--- config.mk ---
export PLATFORM = sky130hd
export DESIGN_NAME = periodic_interrupt_timer_flat
export DESIGN_NICKNAME = d
export VERILOG_FILES = /design/src/hdl/pit_pkg.sv /design/src/hdl/pit_if.sv /design/src/hdl/periodic_interrupt_timer.sv /design/src/flat_wrapper.sv
export SDC_FILE = /design/constraint.sdc
export NUM_CORES = 1
export LEC_CHECK = 0
export BUFFER_PORTS_ARGS = -buffer_cell sky130_fd_sc_hd__buf_2
export CAP_MARGIN = 20
export CORE_MARGIN = 4
export CORE_UTILIZATION = 35
export DETAILED_ROUTE_END_ITERATION = 10
export SLEW_MARGIN = 20
export SYNTH_ARGS = -nofsm -noshare
export SYNTH_HDL_FRONTEND = slang
export SYNTH_SLANG_ARGS = --single-unit
--- constraint.sdc ---
create_clock -name clk -period 6.3 [get_ports clk]
set_clock_uncertainty 0.05 [all_clocks]
set_input_delay 1.26 -clock clk [delete_from_list [all_inputs] [get_ports clk]]
set_output_delay 1.26 -clock clk [all_outputs]
set_load 0.005 [all_outputs]
--- src/hdl/pit_pkg.sv ---
`timescale 1ns / 1ps
`default_nettype none
// ----------------------------------------------------------------------------
// Periodic interrupt timer package
// Field widths, register map and shared types of the periodic interrupt timer.
// ----------------------------------------------------------------------------
package pit_pkg;

  // Item and result field widths.
  localparam int unsigned CyclesW = 8;
  localparam int unsigned VectorW = 8;
  localparam int unsigned LevelW  = 3;
  localparam int unsigned ModW    = 8;

  // Accumulator and period width.
  localparam int unsigned AccW    = 32;

  // Configuration bus.
  localparam int unsigned DataW   = 32;
  localparam int unsigned AddrW   = 4;

  // Period scaling: a modulus unit is four reference clocks of a 32768 Hz
  // reference, so the period is modulus * CPU_CLOCK_HZ / 8192 without the
  // prescaler and modulus * CPU_CLOCK_HZ / 16 with it.
  localparam int unsigned ShiftPlain    = 13;
  localparam int unsigned ShiftPrescale = 4;

  // Register indexes (byte address divided by four).
  typedef enum logic [1:0] {
    REG_TIMER_MODULUS     = 2'd0,
    REG_PRESCALE_ENABLE   = 2'd1,
    REG_IRQ_PRIORITY      = 2'd2,
    REG_IRQ_VECTOR_NUMBER = 2'd3
  } reg_index_t;

  typedef logic [CyclesW-1:0] cycles_t;
  typedef logic [VectorW-1:0] vector_t;
  typedef logic [LevelW-1:0]  level_t;
  typedef logic [ModW-1:0]    modulus_t;
  typedef logic [AccW-1:0]    acc_t;

endpackage
`default_nettype wire

--- src/hdl/pit_if.sv ---
`timescale 1ns / 1ps
`default_nettype none
// ----------------------------------------------------------------------------
// Periodic interrupt timer channels
// Valid/ready channels for the tick items and the interrupt results.
// ----------------------------------------------------------------------------

// Tick item channel: the elapsed_cycles field and the pending flag.
interface pit_item_if;
  logic                    valid;
  logic                    ready;
  pit_pkg::cycles_t        elapsed_cycles;
  logic                    already_pending;

  modport source (output valid, output elapsed_cycles, output already_pending,
                  input ready);
  modport sink   (input valid, input elapsed_cycles, input already_pending,
                  output ready);
endinterface

// Result channel: interrupt request raised for one tick item.
interface pit_result_if;
  logic                    valid;
  logic                    ready;
  logic                    raise_irq;
  pit_pkg::vector_t        out_vector;
  pit_pkg::level_t         out_level;

  modport source (output valid, output raise_irq, output out_vector,
                  output out_level, input ready);
  modport sink   (input valid, input raise_irq, input out_vector,
                  input out_level, output ready);
endinterface
`default_nettype wire

--- src/hdl/periodic_interrupt_timer.sv ---
`timescale 1ns / 1ps
`default_nettype none
// Pipeline: each item passes through the input register, then the result
// register, from which its result is offered on the result channel.
// Throughput: one item per cycle while results are taken; the accumulator
// add, compare and subtract sit between the input and result registers.
// Reset: synchronous, active high; clears the configuration and period registers,
// the accumulator and both pipeline valid flags.
// ----------------------------------------------------------------------------
// Periodic interrupt timer
// Accumulates the elapsed time of each tick item and raises an interrupt request each time
// the programmed period is reached, unless a request is already pending.
// ----------------------------------------------------------------------------
module periodic_interrupt_timer #(
  parameter int unsigned CPU_CLOCK_HZ = 16777216
) (
  input  wire logic                       clk,
  input  wire logic                       rst,
  pit_item_if.sink                        item,
  pit_result_if.source                    result,
  input  wire logic                       psel,
  input  wire logic                       penable,
  input  wire logic                       pwrite,
  input  wire logic [pit_pkg::AddrW-1:0]  paddr,
  input  wire logic [pit_pkg::DataW-1:0]  pwdata,
  output logic      [pit_pkg::DataW-1:0]  prdata,
  output logic                            pready
);

  localparam int unsigned ProdW = pit_pkg::ModW + pit_pkg::AccW;
  localparam logic [pit_pkg::AccW-1:0] ClockHz = pit_pkg::AccW'(CPU_CLOCK_HZ);

  // Configuration registers.
  pit_pkg::modulus_t timer_modulus;
  logic              prescale_enable;
  pit_pkg::level_t   irq_priority;
  pit_pkg::vector_t  irq_vector_number;

  pit_pkg::reg_index_t reg_sel;
  logic                cfg_write;

  // Period register and accumulator.
  logic [ProdW-1:0]  period_prod;
  pit_pkg::acc_t     period;
  pit_pkg::acc_t     period_next;
  pit_pkg::acc_t     cycle_accumulator;
  pit_pkg::acc_t     acc_sum;
  logic              timer_enable;
  logic              period_reached;

  // Input stage.
  logic              in_valid;
  pit_pkg::cycles_t  in_cycles;
  logic              in_pending;

  // Result stage.
  logic              res_valid;
  logic              res_raise;
  pit_pkg::vector_t  res_vector;
  pit_pkg::level_t   res_level;

  logic              res_advance;
  logic              in_advance;

  // Register access decode; the bus never waits.
  assign reg_sel   = pit_pkg::reg_index_t'(paddr[pit_pkg::AddrW-1:2]);
  assign cfg_write = psel && penable && pwrite;
  assign pready    = 1'b1;

  always_ff @(posedge clk) begin
    if (rst) begin
      timer_modulus     <= '0;
      prescale_enable   <= 1'b0;
      irq_priority      <= '0;
      irq_vector_number <= '0;
    end else if (cfg_write) begin
      case (reg_sel)
        pit_pkg::REG_TIMER_MODULUS:     timer_modulus     <= pwdata[pit_pkg::ModW-1:0];
        pit_pkg::REG_PRESCALE_ENABLE:   prescale_enable   <= pwdata[0];
        pit_pkg::REG_IRQ_PRIORITY:      irq_priority      <= pwdata[pit_pkg::LevelW-1:0];
        pit_pkg::REG_IRQ_VECTOR_NUMBER: irq_vector_number <= pwdata[pit_pkg::VectorW-1:0];
        default: begin
        end
      endcase
    end
  end

  // Register read back, zero extended.
  always_comb begin
    case (reg_sel)
      pit_pkg::REG_TIMER_MODULUS:     prdata = pit_pkg::DataW'(timer_modulus);
      pit_pkg::REG_PRESCALE_ENABLE:   prdata = pit_pkg::DataW'(prescale_enable);
      pit_pkg::REG_IRQ_PRIORITY:      prdata = pit_pkg::DataW'(irq_priority);
      pit_pkg::REG_IRQ_VECTOR_NUMBER: prdata = pit_pkg::DataW'(irq_vector_number);
      default:                        prdata = '0;
    endcase
  end

  // Period, scaled by the CPU clock rate and registered from the configuration registers.
  // The division by the reference clock is a right shift.
  assign period_prod = ProdW'(timer_modulus) * ProdW'(ClockHz);

  always_comb begin
    if (prescale_enable) begin
      period_next = period_prod[pit_pkg::ShiftPrescale +: pit_pkg::AccW];
    end else begin
      period_next = pit_pkg::AccW'(period_prod[ProdW-1:pit_pkg::ShiftPlain]);
    end
  end

  always_ff @(posedge clk) begin
    if (rst) begin
      period <= '0;
    end else begin
      period <= period_next;
    end
  end

  // Pipeline flow control: the result register frees when taken, and the
  // input register frees when its item moves on.
  assign res_advance = !res_valid || result.ready;
  assign in_advance  = in_valid && res_advance;
  assign item.ready  = !in_valid || res_advance;

  // Input register.
  always_ff @(posedge clk) begin
    if (rst) begin
      in_valid <= 1'b0;
    end else if (item.ready) begin
      in_valid <= item.valid;
    end
  end

  always_ff @(posedge clk) begin
    if (item.valid && item.ready) begin
      in_cycles  <= item.elapsed_cycles;
      in_pending <= item.already_pending;
    end
  end

  // Accumulate and compare against the period.
  assign timer_enable   = (timer_modulus != '0) && (irq_priority != '0);
  assign acc_sum        = cycle_accumulator + pit_pkg::AccW'(in_cycles);
  assign period_reached = acc_sum >= period;

  always_ff @(posedge clk) begin
    if (rst) begin
      cycle_accumulator <= '0;
    end else if (in_advance && timer_enable) begin
      if (period_reached) begin
        cycle_accumulator <= acc_sum - period;
      end else begin
        cycle_accumulator <= acc_sum;
      end
    end
  end

  // Result register.
  always_ff @(posedge clk) begin
    if (rst) begin
      res_valid <= 1'b0;
    end else if (res_advance) begin
      res_valid <= in_valid;
    end
  end

  always_ff @(posedge clk) begin
    if (in_advance) begin
      res_raise  <= timer_enable && period_reached && !in_pending;
      if (timer_enable && period_reached && !in_pending) begin
        res_vector <= irq_vector_number;
        res_level  <= irq_priority;
      end else begin
        res_vector <= '0;
        res_level  <= '0;
      end
    end
  end

  assign result.valid      = res_valid;
  assign result.raise_irq  = res_raise;
  assign result.out_vector = res_vector;
  assign result.out_level  = res_level;

endmodule
`default_nettype wire

--- src/flat_wrapper.sv ---
// flat-port wrapper written by rule: the top's interface ports become plain ports
module periodic_interrupt_timer_flat 
#(
  parameter int unsigned CPU_CLOCK_HZ = 16777216
)
  (clk, rst, psel, penable, pwrite, paddr, pwdata, prdata, pready, item_valid, item_elapsed_cycles, item_already_pending, item_ready, result_valid, result_raise_irq, result_out_vector, result_out_level, result_ready);
  pit_item_if item_i ();
  pit_result_if result_i ();
  input  wire logic clk;
  input  wire logic rst;
  input  wire logic psel;
  input  wire logic penable;
  input  wire logic pwrite;
  input  wire logic [pit_pkg::AddrW-1:0] paddr;
  input  wire logic [pit_pkg::DataW-1:0] pwdata;
  output logic      [pit_pkg::DataW-1:0] prdata;
  output logic pready;
  input wire logic [$bits(item_i.valid)-1:0] item_valid;
  input wire logic [$bits(item_i.elapsed_cycles)-1:0] item_elapsed_cycles;
  input wire logic [$bits(item_i.already_pending)-1:0] item_already_pending;
  output wire logic [$bits(item_i.ready)-1:0] item_ready;
  output wire logic [$bits(result_i.valid)-1:0] result_valid;
  output wire logic [$bits(result_i.raise_irq)-1:0] result_raise_irq;
  output wire logic [$bits(result_i.out_vector)-1:0] result_out_vector;
  output wire logic [$bits(result_i.out_level)-1:0] result_out_level;
  input wire logic [$bits(result_i.ready)-1:0] result_ready;
  assign item_i.valid = item_valid;
  assign item_i.elapsed_cycles = item_elapsed_cycles;
  assign item_i.already_pending = item_already_pending;
  assign item_ready = item_i.ready;
  assign result_valid = result_i.valid;
  assign result_raise_irq = result_i.raise_irq;
  assign result_out_vector = result_i.out_vector;
  assign result_out_level = result_i.out_level;
  assign result_i.ready = result_ready;
  periodic_interrupt_timer #(.CPU_CLOCK_HZ(CPU_CLOCK_HZ)) u_core (.clk(clk), .rst(rst), .item(item_i), .result(result_i), .psel(psel), .penable(penable), .pwrite(pwrite), .paddr(paddr), .pwdata(pwdata), .prdata(prdata), .pready(pready));
endmodule
==> results.json <==
{
  "place_ws_ns": 0.7766,
  "finalSetupTns_ns": 0,
  "syn_to_final_growth_pct": 11.16,
  "cp-start-kind": "flop",
  "numCtsBuffers": 9,
  "slew_violations": 0,
  "cts_hold_buffers": 0,
  "rsz0062_at_grt": "false",
  "synth_edf_count": 21,
  "yosys.cell_count.top_type": "nor2_1",
  "synth.top_cell.area_share_pct": 24.74,
  "clk_pin_slew_ns": 0.07,
  "fin_ws_ns": 0.7885,
  "insertion_delay_ns": 0.35,
  "power_density_nw_per_um2": 191.2,
  "reg2reg_from": "u_core.in_cycles[7]",
  "min_to": "u_core.cycle_accumulator[2]",
  "die_x_um": 135.2,
  "worst_pin_slew_ns": 0.9394,
  "clk_root_buffer_cell": "clkbuf_16",
  "path_max_fanout": 23,
  "synth.top_cells.by_count": "78 x nor2_1, 70 x dfxtp_1, 37 x nand2_1",
  "ys_warn_count": 0,
  "die_y_um": 135.2,
  "setup_viol": 0,
  "reg2reg_slack_ns": 0.79,
  "core_area_sq_um": 15890,
  "drt_iter0_drc": 237,
  "htree_levels": 3,
  "drc": 0,
  "postSynthAreaPerCell_sq_um": 8.714,
  "stdcell_count": 911,
  "reg2reg_to": "u_core.cycle_accumulator[31]",
  "leakagePower_nw": 2.436,
  "port_buffers": 47,
  "min_path_type": "flop to flop",
  "grt_max_degree": 58,
  "drive_gt1_share_pct": 12.81,
  "min_path_cells": 2,
  "fin_nets": 768,
  "syn-cell-area_sq_um": 5664,
  "antenna_found_initial": 0,
  "critPathKind": "flop to flop",
  "required_ns": 6.48,
  "clock.fmax_ghz": 0.1814,
  "synth-seq-cells": 91,
  "clockBufferDepth": 2,
  "drv_cap": 0,
  "rr_worst_depth": 18,
  "rows": 46,
  "status": "finished clean",
  "arrival_ns": 5.69,
  "ys_seq_area_share_pct": 35.87,
  "dp.cells": 895,
  "gr-total-overflow": 0,
  "async_reset_ff_share_pct": 0,
  "cts_resized": 0,
  "grt.total_usage_pct": 14.68,
  "synth_cell_types": 76,
  "antenna_cells": 0,
  "gp_congestion": 0.8067,
  "fin_util_pct": 39.63,
  "vias": 4643,
  "pin_count": 99,
  "antenna_left": 0,
  "dieArea_sq_um": 18280,
  "synth_top_flop_cell": "dfxtp_1",
  "maxSlewHeadroom_pct": 37.37,
  "dp_hpwl_um": 9501,
  "min-delay-start": "u_core.cycle_accumulator[2]",
  "vias_per_cell": 5.097,
  "grt_pass1_wl_um": 21960,
  "holdWs_ns": 0.4088,
  "synth_area_leaders": "dfxtp_1 25%, edfxtp_1 11%, ha_1 5.3%, nor2_1 5.2%, mux2i_1 5.1%",
  "synth_top_area_cell": "dfxtp_1",
  "routed_wl_um": 13210,
  "hold_viol": 0,
  "first_pass_iters": 4,
  "cts_tree": "yes",
  "period_share_pct": 87.48,
  "netlist_instances": 650,
  "routedWlPerCell_um": 14.50,
  "start_util_pct": 35.66,
  "postCtsSetupBuffers": 0,
  "grt_pass1_vias": 4240,
  "fin_crit_ns": 5.511,
  "cp-end-kind": "flop",
  "clock-sinks": 91,
  "ir_worst_vdd_v": 0.0001407
}
per-stage QoR:
stage               power, mW  cell area, sq um
floorplan              0.6937              5751
global placement       0.7102              6023
detailed placement     0.7100              6023
CTS                     1.221              6294
global route            1.253              6296
finish                  1.204              6296
sequential cells by signal, summed over array words and instances, names as in the netlist:
register,count
u_core.cycle_accumulator,32
u_core.in_cycles,8
u_core.in_pending,1
u_core.in_valid,1
u_core.irq_priority,3
u_core.irq_vector_number,8
u_core.period,16
u_core.prescale_enable,1
u_core.result.out_level,3
u_core.result.out_vector,8
u_core.result.raise_irq,1
u_core.result.valid,1
u_core.timer_modulus,8
metal layers:
layer	GRT usage, %	wire length (um)	vias up
li1	-	-	2359
met1	20.92	6381	2161
met2	22.26	5859	106
met3	2.972	732	17
met4	4.871	231	0
met5	0	0	-
placed cells by master, fill, tap and decap left out, drive strengths merged, types with 15 or more instances in the layout:
cell / netlist / final
nor2: 78 / 78
dfxtp: 70 / 70
buf: 32 / 55
nand2: 38 / 38
and2: 35 / 35
a21oi: 35 / 35
mux2i: 29 / 29
inv: 28 / 29
xnor2: 26 / 26
conb: 2 / 25
ha: 24 / 24
o21ai: 23 / 23
edfxtp: 21 / 21
nand3: 20 / 20
a211oi: 15 / 15
layout make-up:
type | count | area, sq um
Fill cell | 1639 | 9589
Multi-Input combinational cell | 505 | 3323
Sequential cell | 91 | 2032
Timing Repair Buffer | 55 | 295.3
Tap cell | 216 | 270.3
Clock buffer | 11 | 232.7
Inverter | 28 | 105.1
Clock inverter | 5 | 37.54
where the power goes:
part           internal (mW)  switching, mW  total [mW]
logic                 0.0342         0.0524      0.0866
registers              0.606        0.00498       0.611
clock network          0.269          0.237       0.507
total                  0.909          0.295        1.20
critical path, stage by stage (launching register included):
cell	delay [ns]
edfxtp_1	0.40
ha_1	0.44
nand3_1	0.18
or4_4	0.47
a211oi_4	0.50
nand2_1	0.15
xnor2_1	0.18
ha_1	0.36
nand3_1	0.10
a2111oi_0	0.39
o221ai_1	0.21
nor4_1	0.28
nand4_1	0.17
o2111ai_1	0.25
nand3b_4	0.35
nand4_2	0.18
a2111o_1	0.32
nand2_1	0.08
mux2_1	0.32
cell families after synthesis:
family                   count (synthesis)  share of synthesized area [%]
AND/OR/NAND/NOR                        256                          23.50
AO/OA/AOI/OAI                          131                          16.08
flip-flops                              91                          35.87
multiplexers                            33                          6.119
adder cells (fa/ha/maj)                 26                          6.008
other                                    2                         0.1326
XOR/XNOR                                34                          5.257
buffers and inverters                   77                          7.024
worst max-delay path by stage:
stage,from,endpoint,depth (start not counted)
floorplan,u_core.in_cycles[4],u_core.cycle_accumulator[31],20
global placement,u_core.in_cycles[7],u_core.result.out_vector[3],17
detailed placement,u_core.in_cycles[7],u_core.result.out_level[0],17
CTS,u_core.in_cycles[7],u_core.result.out_vector[0],17
global route,u_core.in_cycles[7],u_core.result.out_vector[4],18
finish,u_core.in_cycles[7],u_core.cycle_accumulator[31],18
(Power assumes the default switching activity.)
